`config.mk`:
```
export PLATFORM = sky130hd
export DESIGN_NAME = iolb_ram
export DESIGN_NICKNAME = d
export VERILOG_FILES = /design/src/hw/rtl/iolb_ram.sv
export SDC_FILE = /design/constraint.sdc
export NUM_CORES = 1
export LEC_CHECK = 0
export BUFFER_PORTS_ARGS = -buffer_cell sky130_fd_sc_hd__buf_2
export CAP_MARGIN = 30
export CORE_AREA = 2 2 185 187
export DETAILED_ROUTE_END_ITERATION = 10
export DIE_AREA = 0 0 187 189
export PLACE_DENSITY = 0.89
export SYNTH_ARGS = -nofsm -noshare
export SYNTH_HDL_FRONTEND = slang
export SYNTH_SLANG_ARGS = --single-unit
```
`constraint.sdc`:
```
create_clock -name i_clk -period 4.1 [get_ports i_clk]
set_input_delay 0.41 -clock i_clk [delete_from_list [all_inputs] [get_ports i_clk]]
set_output_delay 0.41 -clock i_clk [all_outputs]
set_load 0.01 [all_outputs]
```
`src/hw/rtl/iolb_ram.sv`:
```
`timescale 1ns / 1ps
// generic single-write single-read synchronous ram, registered read data
module iolb_ram #(
    parameter int DW    = 32,
    parameter int AW    = 4,
    parameter int WORDS = 16
) (
    input  logic          i_clk,
    input  logic          i_wr_en,
    input  logic [AW-1:0] i_wr_addr,
    input  logic [DW-1:0] i_wr_data,
    input  logic          i_rd_en,
    input  logic [AW-1:0] i_rd_addr,
    output logic [DW-1:0] o_rd_data
);

    logic [DW-1:0] r_mem [WORDS];
    logic [DW-1:0] r_rd_data;

    always_ff @(posedge i_clk) begin
        if (i_wr_en) begin
            r_mem[i_wr_addr] <= i_wr_data;
        end
    end

    always_ff @(posedge i_clk) begin
        if (i_rd_en) begin
            r_rd_data <= r_mem[i_rd_addr];
        end
    end

    assign o_rd_data = r_rd_data;

endmodule

```
Yosys cells after proc, flatten, opt, wreduce, memory -nomap -nowiden --
Memories as Yosys holds them, arrays and structs flattened. A register that Yosys moved wholly into a read port is not among the register bits. Index checks and enable logic that the tools add are counted.
Storage, ports and cells: register bits 0, bits in writable memories 512, memories kept 1
Memory list:
- r_mem | depth 16, width 32, read ports 1, clocked after memory_dff 1, wr ports 1, line 17 | logic [DW-1:0] r_mem [WORDS];
Operators by class: mux-type cells 2
Operators with widths (number):
- 1-bit 2-to-1 mux | 2

Logic depth before layout (Yosys ltp) --
depth in word-level cells 2, depth in mapped cells 5, gate-level depth less buffers 3

Least setup slack after synthesis --
OpenSTA, ideal clock, no wires.
kind in2reg, start input port i_wr_addr[2], end memory r_mem[0][0] (enable), library setup time 0.461 ns, arrival 3.128 ns, data required time 3.639 ns, slack 0.510 ns, cell stages on the path 2, path buffers 0, cell sequence or3b_2 > nor3_1
RTL lines:
- from (decl) | line 10 | input logic [AW-1:0] i_wr_addr,
- to (decl) | line 17
Straight into the memory's write port.

==> run summary <==
Syn Inst Count - 838
fin. max-slew vios - 0
PostCTS Resize Cnt - 0
Net Count, Synth - 881
placed inst area - 0.0213 mm^2
number of detailed-route iterations in the first pass - 5
Initial Util - 60.6%
leak pwr - 0.00733 uW
filler instances - 1952
Placer Congestion - 0.728
R2R Path End - o_rd_data[31]$_DFFE_PP_
vias per inst - 6.75
Routed WL - 46.3 mm
HP Start - i_wr_data[29]
final worst path period share - 50.2%
Yosys top cell by area - edfxtp_1
Setup crit end kind - flop
fin area - 0.0229 mm^2
Setup Skew - 0.0143 ns
CP required - 4.39 ns
Final #Nets - 997
R2R Setup Slk - 2.53 ns
Buffers on Ports - 74
worst reg-to-reg path cell count - 3
Site Rows - 67
Worst Hold Endpoint - r_mem[5][29]$_DFFE_PP_
Synth top area share - 81.0%
Top Ports - 75
Clock Sinks - 544
HP Class - in2reg
RSZ-0062 raised after global routing - no
WS Path Type - in2reg
number of remaining DRC errors - 0
Final Setup Violations - 0
Die Ht - 189 um
total global routing overflow - 0
WHS - 0.223 ns
Post-CTS Hold Buffers - 0
Unique masters post-synth - 17
Final ANT Viol Nets - 0
H-Tree Depth - 2
post-route non-filler standard cell count - 1441
post-synthesis cell area - 0.0202 mm^2
Tmin final - 2.06 ns
DRT iter0 DRCs - 1408
fmax - 485 MHz
first-pass GRT wire length - 67.0 mm
postcts setup bufs - 0
Ys Warns - 0
post-synthesis sequential area ratio - 81.0%
most frequent cells in the layout - edfxtp_1, mux4_2, buf_2
commonest non-fill, non-tap cell in the layout - edfxtp_1
relative max-transition margin - 35.0%
clock latency on the worst-skew pair - 0.56 ns
vias in the first global route - 10141
Worst Tran Pin Value - 0.972 ns
largest net degree at the start of global routing - 46
Mean Syn Cell Area - 24.1 um^2
Fin Setup TNS - 0 ns
CTS tree - built
outcome - complete, no violations
number of synthesized register bits - 544
Worst Setup Start Kind - primary input
initial antenna violation count - 8
CP max FO - 45
Die Span X - 187 um
Post-Place Cells - 1349
reg2reg start - r_mem[10][31]$_DFFE_PP_
WL/cell - 32.1 um
Hold Path Cell Cnt - 1
Clk pin slew, worst setup/hold paths - 0.07 ns
Longest Clk Path Bufs - 3
Final Hold Vio Count - 0
total track usage - 26.7%
Layout area overhead - 13.4%
detailed placer's ending HPWL - 23.1 mm
max-cap violation count - 0
area of the core - 0.0333 mm^2
layout cells sized above 1 - 33.1%
CTS buffer count - 51
top cells by area, synth - edfxtp_1, mux4_2, a22oi_1, nand2_1, buf_4
DR vias - 9722
Power per Cell Area - 492 mW/mm^2
Worst Path Arrival - 2.35 ns
clock root buffer - clkbuf_16
die area - 0.0353 mm^2
Worst IR Drop VDD - 0.335 mV
how the worst max path moves through the flow:
| stage | slack (ns) | start | cells past startpoint | endpoint |
|---|---|---|---|---|
| final | 2.04 | i_rd_addr[1] | 5 | o_rd_data[6]$_DFFE_PP_ |
| after global routing | 1.97 | i_rd_addr[0] | 5 | o_rd_data[6]$_DFFE_PP_ |
| after CTS | 2.06 | i_rd_addr[0] | 5 | o_rd_data[6]$_DFFE_PP_ |
| after detailed placement | 1.55 | i_rd_addr[1] | 5 | o_rd_data[31]$_DFFE_PP_ |
| after global placement | 1.65 | i_rd_addr[1] | 5 | o_rd_data[6]$_DFFE_PP_ |
| after floorplan | 0.51 | i_wr_addr[2] | 2 | r_mem[0][0]$_DFFE_PP_ |
Yosys cell counts:
cell,number
nor2_1,13
a22oi_1,64
or3b_2,1
clkbuf_1,17
nand3b_1,2
buf_1,9
nand2_1,33
nand2b_1,2
nor3_1,4
buf_6,2
mux4_2,128
nand3_1,1
nor2b_1,2
and2_1,1
edfxtp_1,544
buf_2,4
buf_4,11
where the power goes:
group	total, uW	switching [uW]	internal [uW]	leakage [uW]
combinational	564	341	223	0.00162
clock	4370	1960	2410	0.000767
sequential	6310	43.2	6270	0.00494
total	11200	2340	8900	0.00733
sequential cells by signal (all words and copies together), names as in the netlist:
name,count
o_rd_data,32
r_mem,512
cells by family (layout without fill, tap and decap cells):
| logic type | after synthesis | after routing | share of synthesized area [%] |
|---|---|---|---|
| buffers and inverters | 43 | 196 | 1.10 |
| flip-flops | 544 | 544 | 81.0 |
| AO/OA/AOI/OAI | 64 | 64 | 2.38 |
| multiplexers | 128 | 128 | 14.3 |
| other | 0 | 2 | 0 |
| AND/OR/NAND/NOR | 59 | 59 | 1.25 |
layer usage:
metal | global-route usage, % | part of all wire [%]
met3 | 6.41 | 9.9
met2 | 43.0 | 50
met1 | 36.2 | 37
met4 | 9.89 | 3.0
met5 | 0 | 0.14
cell type report:
class                   instances  area (um^2)  area share (%)
multi-input cells             251         3750            16.4
flip-flops and latches        544        16300            71.4
clock inverters                30          174           0.760
diodes                          2         5.00          0.0219
well taps                     448          561            2.45
repair buffers                106          692            3.03
clock buffers                  60         1350            5.91
critical path: stages:
cell and delay, ns:
buf_4 0.56, buf_4 0.56, mux4_2 0.38, a22oi_1 0.27
nand2_1 0.14
through the flow:
step / util, % / setup slack (ns) / total power, uW
6_report: 68.7 / 2.04 / 11200
3_5_place_dp: 64.1 / 1.55 / 6970
4_1_cts: 68.7 / 2.06 / 11300
5_1_grt: 68.7 / 1.97 / 11500
3_3_place_gp: 63.9 / 1.65 / 6930
2_1_floorplan: - / 0.510 / 6720
Note: power is estimated with default switching activity, not from simulation.
